## config.mk

```make
export PLATFORM = sky130hd
export DESIGN_NAME = echo_range_filter_to_servo_duty
export DESIGN_NICKNAME = d
export VERILOG_FILES = /design/src/sv/ersd_pkg.sv /design/src/sv/ersd_ram.sv /design/src/sv/echo_range_filter_to_servo_duty.sv
export SDC_FILE = /design/constraint.sdc
export NUM_CORES = 1
export LEC_CHECK = 0
export BUFFER_PORTS_ARGS = -buffer_cell sky130_fd_sc_hd__buf_2
export CORE_MARGIN = 4
export CORE_UTILIZATION = 50
export DETAILED_ROUTE_END_ITERATION = 10
export HOLD_SLACK_MARGIN = 0.03
export PLACE_DENSITY_LB_ADDON = 0.1
export SYNTH_ARGS = -nofsm -noshare
export SYNTH_HDL_FRONTEND = slang
export SYNTH_SLANG_ARGS = --single-unit
```

## constraint.sdc

```tcl
create_clock -name clk -period 5.7 [get_ports clk]
set_input_delay 1.14 -clock clk [delete_from_list [all_inputs] [get_ports clk]]
set_output_delay 1.14 -clock clk [all_outputs]
set_load 0.005 [all_outputs]
```

## src/sv/ersd_pkg.sv

```systemverilog
// Package for the echo range filter: item types, controller states and
// fixed constants of the step and duty conversion. No dependencies.
`default_nettype none

package ersd_pkg;

  localparam int unsigned ECHO_W = 20;
  localparam int unsigned STEP_W = 4;
  localparam int unsigned DUTY_W = 7;

  localparam logic [ECHO_W-1:0] MAX_ECHO_RESET = 20'd20000;

  // step = floor(mean * SPEED_NUM / STEP_DEN) + 1, capped at STEP_CAP
  localparam int unsigned SPEED_W   = 9;
  localparam int unsigned SPEED_NUM = 331;
  localparam int unsigned STEP_DEN  = 200000;
  localparam int unsigned STEP_CAP  = 9;
  localparam int unsigned DUTY_SCALE = 10;
  localparam int unsigned PROD_W = ECHO_W + SPEED_W;

  typedef struct packed {
    logic [ECHO_W-1:0] echo_us;
    logic              timed_out;
  } in_item_t;

  typedef struct packed {
    logic [ECHO_W-1:0] mean_echo_us;
    logic              none_valid;
    logic [STEP_W-1:0] range_step;
    logic [DUTY_W-1:0] duty_percent;
  } out_item_t;

  typedef enum logic [2:0] {
    ST_IDLE,
    ST_SWEEP,
    ST_DRAIN,
    ST_DIV_LOAD,
    ST_DIV,
    ST_MUL,
    ST_DONE
  } state_t;

endpackage

`default_nettype wire

```

## src/sv/ersd_ram.sv

```systemverilog
// Generic single-write, single-read synchronous RAM with registered read data.
// No dependencies.
`default_nettype none

module ersd_ram #(
  parameter int unsigned WIDTH = 20,
  parameter int unsigned DEPTH = 8
) (
  input  logic                                       clk,
  input  logic                                       we,
  input  logic [((DEPTH > 1) ? $clog2(DEPTH) : 1)-1:0] waddr,
  input  logic [WIDTH-1:0]                           wdata,
  input  logic                                       re,
  input  logic [((DEPTH > 1) ? $clog2(DEPTH) : 1)-1:0] raddr,
  output logic [WIDTH-1:0]                           rdata
);

  logic [WIDTH-1:0] mem [DEPTH];

  always_ff @(posedge clk) begin
    if (we) begin
      mem[waddr] <= wdata;
    end
    if (re) begin
      rdata <= mem[raddr];
    end
  end

endmodule

`default_nettype wire

```

## src/sv/echo_range_filter_to_servo_duty.sv

```systemverilog
// Top level of the echo range filter: window RAM, sweep accumulator, serial
// divider and step/duty conversion. Uses ersd_pkg and ersd_ram.
//
//   channel | signals                    | direction | payload
//   --------+----------------------------+-----------+----------------------
//   in      | in_valid, in_ready         | into      | in_item (in_item_t)
//   out     | out_valid, out_ready       | out of    | out_item (out_item_t)
//   cfg     | cfg_valid, cfg_ready       | into      | cfg_data (max_echo_us)
//
// Items are taken only in the idle state. The sweep reads one window entry per
// cycle through the RAM read port; the restoring divider retires one quotient
// bit per cycle.
// A timed-out item is dropped in the cycle it is taken.
// Reset clears the entry valid bits and the write slot, sets max_echo_us to 20000.
// Items are taken while a result waits; the next result holds until out_ready.
`default_nettype none

module echo_range_filter_to_servo_duty #(
  parameter int unsigned WINDOW_LEN = 8
) (
  input  logic               clk,
  input  logic               rst,
  input  logic               in_valid,
  output logic               in_ready,
  input  ersd_pkg::in_item_t in_item,
  output logic               out_valid,
  input  logic               out_ready,
  output ersd_pkg::out_item_t out_item,
  input  logic               cfg_valid,
  output logic               cfg_ready,
  input  logic [ersd_pkg::ECHO_W-1:0] cfg_data
);

  import ersd_pkg::*;

  localparam int unsigned ADDR_W = (WINDOW_LEN > 1) ? $clog2(WINDOW_LEN) : 1;
  localparam int unsigned CNT_W  = $clog2(WINDOW_LEN + 1);
  localparam int unsigned SUM_W  = ECHO_W + CNT_W;
  localparam int unsigned ITER_W = $clog2(SUM_W);
  localparam logic [ADDR_W-1:0] LAST_ADDR = ADDR_W'(WINDOW_LEN - 1);

  state_t state, state_next;

  logic [ECHO_W-1:0]     max_echo;
  logic [ADDR_W-1:0]     write_slot;
  logic [ADDR_W-1:0]     rd_addr;
  logic [WINDOW_LEN-1:0] entry_vld;
  logic                  rd_pend;
  logic                  rd_vld;
  logic [ECHO_W-1:0]     rd_data;
  logic [SUM_W-1:0]      sum;
  logic [CNT_W-1:0]      cnt;
  logic [SUM_W-1:0]      quot;
  logic [CNT_W-1:0]      rem;
  logic [ITER_W-1:0]     iter;
  logic [ECHO_W-1:0]     mean;
  logic                  none_vld;
  logic [PROD_W-1:0]     prod;
  logic                  out_valid_q;
  out_item_t             out_item_q;

  // control
  logic                  in_acc;
  logic                  win_we;
  logic                  rd_en;
  logic                  out_load;
  logic [ECHO_W-1:0]     echo_clamped;
  logic                  hit;
  logic [CNT_W:0]        rem_sh;
  logic [CNT_W:0]        rem_diff;
  logic                  q_bit;
  logic [STEP_W-1:0]     step;

  assign cfg_ready = 1'b1;
  assign out_valid = out_valid_q;
  assign out_item  = out_item_q;

  ersd_ram #(
    .WIDTH (ECHO_W),
    .DEPTH (WINDOW_LEN)
  ) u_window (
    .clk   (clk),
    .we    (win_we),
    .waddr (write_slot),
    .wdata (echo_clamped),
    .re    (rd_en),
    .raddr (rd_addr),
    .rdata (rd_data)
  );

  // next state
  always_comb begin
    state_next = state;
    case (state)
      ST_IDLE: begin
        if (in_valid && !in_item.timed_out) begin
          state_next = ST_SWEEP;
        end
      end
      ST_SWEEP: begin
        if (rd_addr == LAST_ADDR) begin
          state_next = ST_DRAIN;
        end
      end
      ST_DRAIN:    state_next = ST_DIV_LOAD;
      ST_DIV_LOAD: state_next = ST_DIV;
      ST_DIV: begin
        if (iter == '0) begin
          state_next = ST_MUL;
        end
      end
      ST_MUL:      state_next = ST_DONE;
      ST_DONE: begin
        if (!out_valid_q || out_ready) begin
          state_next = ST_IDLE;
        end
      end
      default:     state_next = ST_IDLE;
    endcase
  end

  // control outputs
  always_comb begin
    in_ready = 1'b0;
    rd_en    = 1'b0;
    out_load = 1'b0;
    case (state)
      ST_IDLE:  in_ready = 1'b1;
      ST_SWEEP: rd_en    = 1'b1;
      ST_DONE:  out_load = !out_valid_q || out_ready;
      default: begin
        in_ready = 1'b0;
      end
    endcase
  end

  assign in_acc       = in_valid && in_ready;
  assign win_we       = in_acc && !in_item.timed_out;
  assign echo_clamped = (in_item.echo_us > max_echo) ? max_echo : in_item.echo_us;

  // an entry counts when written, nonzero and within the current limit
  assign hit = rd_pend && rd_vld && (rd_data != '0) && (rd_data <= max_echo);

  assign rem_sh   = {rem, quot[SUM_W-1]};
  assign rem_diff = rem_sh - {1'b0, cnt};
  assign q_bit    = (rem_sh >= {1'b0, cnt});

  always_comb begin
    step = STEP_W'(1);
    for (int k = 1; k < STEP_CAP; k++) begin
      if (prod >= PROD_W'(k * STEP_DEN)) begin
        step = step + STEP_W'(1);
      end
    end
  end

  always_ff @(posedge clk) begin
    if (rst) begin
      state       <= ST_IDLE;
      max_echo    <= MAX_ECHO_RESET;
      write_slot  <= '0;
      entry_vld   <= '0;
      rd_pend     <= 1'b0;
      out_valid_q <= 1'b0;
    end else begin
      state   <= state_next;
      rd_pend <= rd_en;
      if (cfg_valid && cfg_ready) begin
        max_echo <= cfg_data;
      end
      if (win_we) begin
        entry_vld[write_slot] <= 1'b1;
        write_slot <= (write_slot == LAST_ADDR) ? '0 : write_slot + ADDR_W'(1);
      end
      if (out_load) begin
        out_valid_q <= 1'b1;
      end else if (out_ready) begin
        out_valid_q <= 1'b0;
      end
    end
  end

  // datapath
  always_ff @(posedge clk) begin
    if (in_acc) begin
      rd_addr <= '0;
      sum     <= '0;
      cnt     <= '0;
    end else if (rd_en) begin
      rd_addr <= (rd_addr == LAST_ADDR) ? '0 : rd_addr + ADDR_W'(1);
    end
    rd_vld <= entry_vld[rd_addr];
    if (hit) begin
      sum <= sum + SUM_W'(rd_data);
      cnt <= cnt + CNT_W'(1);
    end
    if (state == ST_DIV_LOAD) begin
      quot <= sum;
      rem  <= '0;
      iter <= ITER_W'(SUM_W - 1);
    end else if (state == ST_DIV) begin
      quot <= {quot[SUM_W-2:0], q_bit};
      rem  <= q_bit ? rem_diff[CNT_W-1:0] : rem_sh[CNT_W-1:0];
      iter <= iter - ITER_W'(1);
    end
    if (state == ST_MUL) begin
      none_vld <= (cnt == '0);
      mean     <= (cnt == '0) ? '0 : quot[ECHO_W-1:0];
      prod     <= ((cnt == '0) ? '0 : PROD_W'(quot[ECHO_W-1:0])) * PROD_W'(SPEED_NUM);
    end
    if (out_load) begin
      out_item_q.mean_echo_us <= mean;
      out_item_q.none_valid   <= none_vld;
      out_item_q.range_step   <= step;
      out_item_q.duty_percent <= DUTY_W'(step * DUTY_W'(DUTY_SCALE));
    end
  end

endmodule

`default_nettype wire

```

==> impl_metrics.ini <==
[timing]
timing.fmax_mhz = 183
setup_tns_ns = 0
rsz0062_at_grt = true
hold_violations = 0
setup_violations = 0
fin_crit_ns = 5.47
relSlewSlack_pct = 29.5
post-route-period-util_pct = 95.9
slew_violations = 0
skew_ns = 0.0286
worst_pin_slew_ns = 1.06

[yosys]
synthAdderAreaFrac_pct = 17.1
synth_edf_count = 305
yosysWarnings = 0
synthSimpleGateAreaFrac_pct = 9.31
synth_seq_area_share_pct = 51.6
synth-main-ff-cell = edfxtp_1
syn_inst = 1570
ys_types = 76
synth_compound_area_share_pct = 6.96
netlist_area_sq_mm = 0.0197
synthMuxAreaShare_pct = 8.24
synthXorXnorAreaFrac_pct = 2.44
async_reset_ff_share_pct = 0
synth_seq_cells = 354
synth_top_family_by_area = adder cells
syn_area_per_cell_sq_um = 12.5
syn_nets = 1853

[hold_path]
hold_class = reg -> reg

[drt]
drt-initial-drc-count = 575
viasPerCell = 5.41
drtPass1Iterations = 4
wl_per_cell_um = 18.5
drcViolationCount = 0
routed_wirelength_mm = 41.1
vias = 12000
drtAntennaViolNets = 0

[cells_and_area]
syn2layout_area_growth_pct = 12.1
drive_gt1_share_pct = 16.8
n_antenna_cell = 0
final_nets = 1953
design_area_sq_mm = 0.0220
utilization_pct = 56.9

[critical_path]
crit_arrival_ns = 5.78
start_kind = flop
crit_path_top_delay_cell = or4_4
crit_type = reg -> reg
cpMostUsedCell = ha_1
cp_max_fo = 3
required_ns = 6.01
crit_chain = nor4_4 -> nand3_2 -> or4_4 -> inv_4 -> fa_2 -> xnor2_2 -> ha_1 -> mux2i_1 -> and2_4 -> xnor2_1 -> a21oi_1 -> ha_1 -> a221o_1 -> ha_1 -> mux2_2 -> ha_1 -> ha_1 -> fa_2 -> xor2_1
slowest_delay_ns = 0.52
critical_path.endpoint_type = flop

[grt]
grt_pass1_vias = 12200
overflow = 0
grt_usage_pct = 19.7
grt_max_degree = 46
antenna_found_initial = 0
grt_pass1_wl_mm = 65.4

[floorplan]
core_area_sq_mm = 0.0387
start_util_pct = 50.8
pin_count = 81
die_x_um = 206
dieArea_sq_mm = 0.0426
die_y_um = 206
row_count = 72

[clock_tree]
clk_latency_ns = 0.57
hold_buffers = 0
h-tree-depth = 2
root_buffer = clkbuf_16
cts_tree = yes
cts_inserted_buffers = 38
clockBufferDepth = 3
clk_pin_slew_worst_paths_ns = 0.06
cts.sinks = 354

[placement]
dp_hpwl_mm = 28.8
placed_cell_area_sq_mm = 0.0208
numPortBuffers = 78
place.gp.congestion = 0.837

[power]
vdd_drop_max_mv = 0.239
leakage_nw = 8.99
finalPower_mw = 6.40
powerDensity_mw_per_mm2 = 290

[outcome]
outcome = completed

[run]
max-cap-violations = 0
==> cell families after synthesis <==
logic type               Yosys count
XOR/XNOR                          54
other                              2
multiplexers                     104
AO/OA/AOI/OAI                    207
buffers and inverters            223
flip-flops                       354
AND/OR/NAND/NOR                  389
adder cells (fa/ha/maj)          237
==> critical path, delay by kind of cell, from the launching register on <==
kind | cells | cell delay [ns]
adders and majority gates | 7 | 2.18
and+or+nand+nor | 4 | 1.19
muxes | 2 | 0.46
AOI/OAI and AO/OA | 2 | 0.43
xor gates and xnor gates | 3 | 0.45
buffers and inverters | 1 | 0.09
DFF | 1 | 0.42
==> cells in the mapped netlist, types with 3 or more instances <==
library cell / n / area share (%)
buf_4: 4 / 0.15
nor3_1: 27 / 0.69
nor2_1: 102 / 1.9
a21oi_1: 61 / 1.6
xor2_1: 16 / 0.71
a31oi_1: 5 / 0.16
mux2_2: 42 / 2.4
mux4_2: 42 / 4.8
o21a_1: 7 / 0.27
o21ai_1: 3 / 0.076
fa_1: 52 / 5.3
edfxtp_1: 305 / 47
a21oi_2: 3 / 0.13
ha_1: 185 / 12
nand3b_1: 3 / 0.11
buf_2: 5 / 0.13
o21ai_0: 38 / 0.97
mux2i_1: 20 / 1.0
xnor2_1: 37 / 1.6
a211oi_1: 7 / 0.27
and2_1: 21 / 0.67
o211ai_1: 19 / 0.73
nand4_1: 12 / 0.38
and3_1: 10 / 0.32
a21o_1: 25 / 0.95
nor2b_1: 16 / 0.51
o21bai_1: 7 / 0.27
clkbuf_1: 31 / 0.59
nand2b_1: 10 / 0.32
nand2_1: 134 / 2.6
dfxtp_1: 49 / 5.0
inv_1: 180 / 3.4
nand3_1: 20 / 0.51
nor4_1: 14 / 0.45
or3_1: 6 / 0.19
==> registers in the layout (all words and copies together) (netlist names), 4 cells and up <==
signal          count
iter                5
mean               20
entry_vld           8
quot               24
max_echo           20
out_item           29
u_window.mem      160
rem                 4
sum                24
u_window.rdata     20
prod               23
cnt                 4
==> cell type report <==
class | count | area [sq um]
Clock buffer | 53 | 1040
Clock inverter | 16 | 134
Fill cell | 3230 | 16700
Inverter | 180 | 678
Multi-Input combinational cell | 993 | 8810
Sequential cell | 354 | 10100
Tap cell | 518 | 648
Timing Repair Buffer | 103 | 591
==> where the power goes <==
part,internal [mW],switching (mW),total [mW]
Clock,1.33,1.02,2.35
Sequential,2.93,0.0483,2.98
Combinational,0.474,0.595,1.07
Total,4.73,1.67,6.40
==> worst paths after layout <==
path	startpoint	endpoint	slack [ns]	depth (start not counted)
max	prod[28]	out_item[6]	0.23	19
min	mean[15]	out_item[27]	0.42	0
max reg2reg	prod[28]	out_item[6]	0.23	19
min reg2reg	mean[15]	out_item[27]	0.42	0
==> placed cells by master (no fill, tap or decap), drive strengths merged, types with 20 or more instances in the layout <==
cell      n
a21o     25
nor3     27
mux2     42
a21oi    64
mux4     42
xnor2    38
mux2i    20
inv     181
ha      185
nand3    21
and2     21
o21ai    41
dfxtp    49
buf     103
clkbuf   53
nand2   134
edfxtp  305
nor2    102
fa       52
==> stage by stage <==
stage / setup WS, ns / cells / hold slack, ns
after floorplan: 0.178 / 1570 / 0.400
after global placement: 0.137 / 2147 / 0.404
after detailed placement: -0.0323 / 2147 / 0.405
after CTS: 0.00218 / 2216 / 0.418
after global routing: -0.0194 / 2217 / 0.428
final: 0.233 / 2217 / 0.416
==> what timing repair did <==
action                                  in CTS  in global routing
setup buffers                                0                  1
gates resized for setup                      1                 18
endpoints found under the setup margin       1                  8
pin swaps                                    0                  6
==> layer usage <==
metal / wire (um) / global-route usage (%) / up-vias
li1: - / - / 5860
met1: 18000 / 25.8 / 5858
met2: 20600 / 34.5 / 220
met3: 1570 / 2.71 / 46
met4: 905 / 5.77 / 0
met5: 0 / 0 / -
No activity file was read; power rests on OpenSTA's default activity.
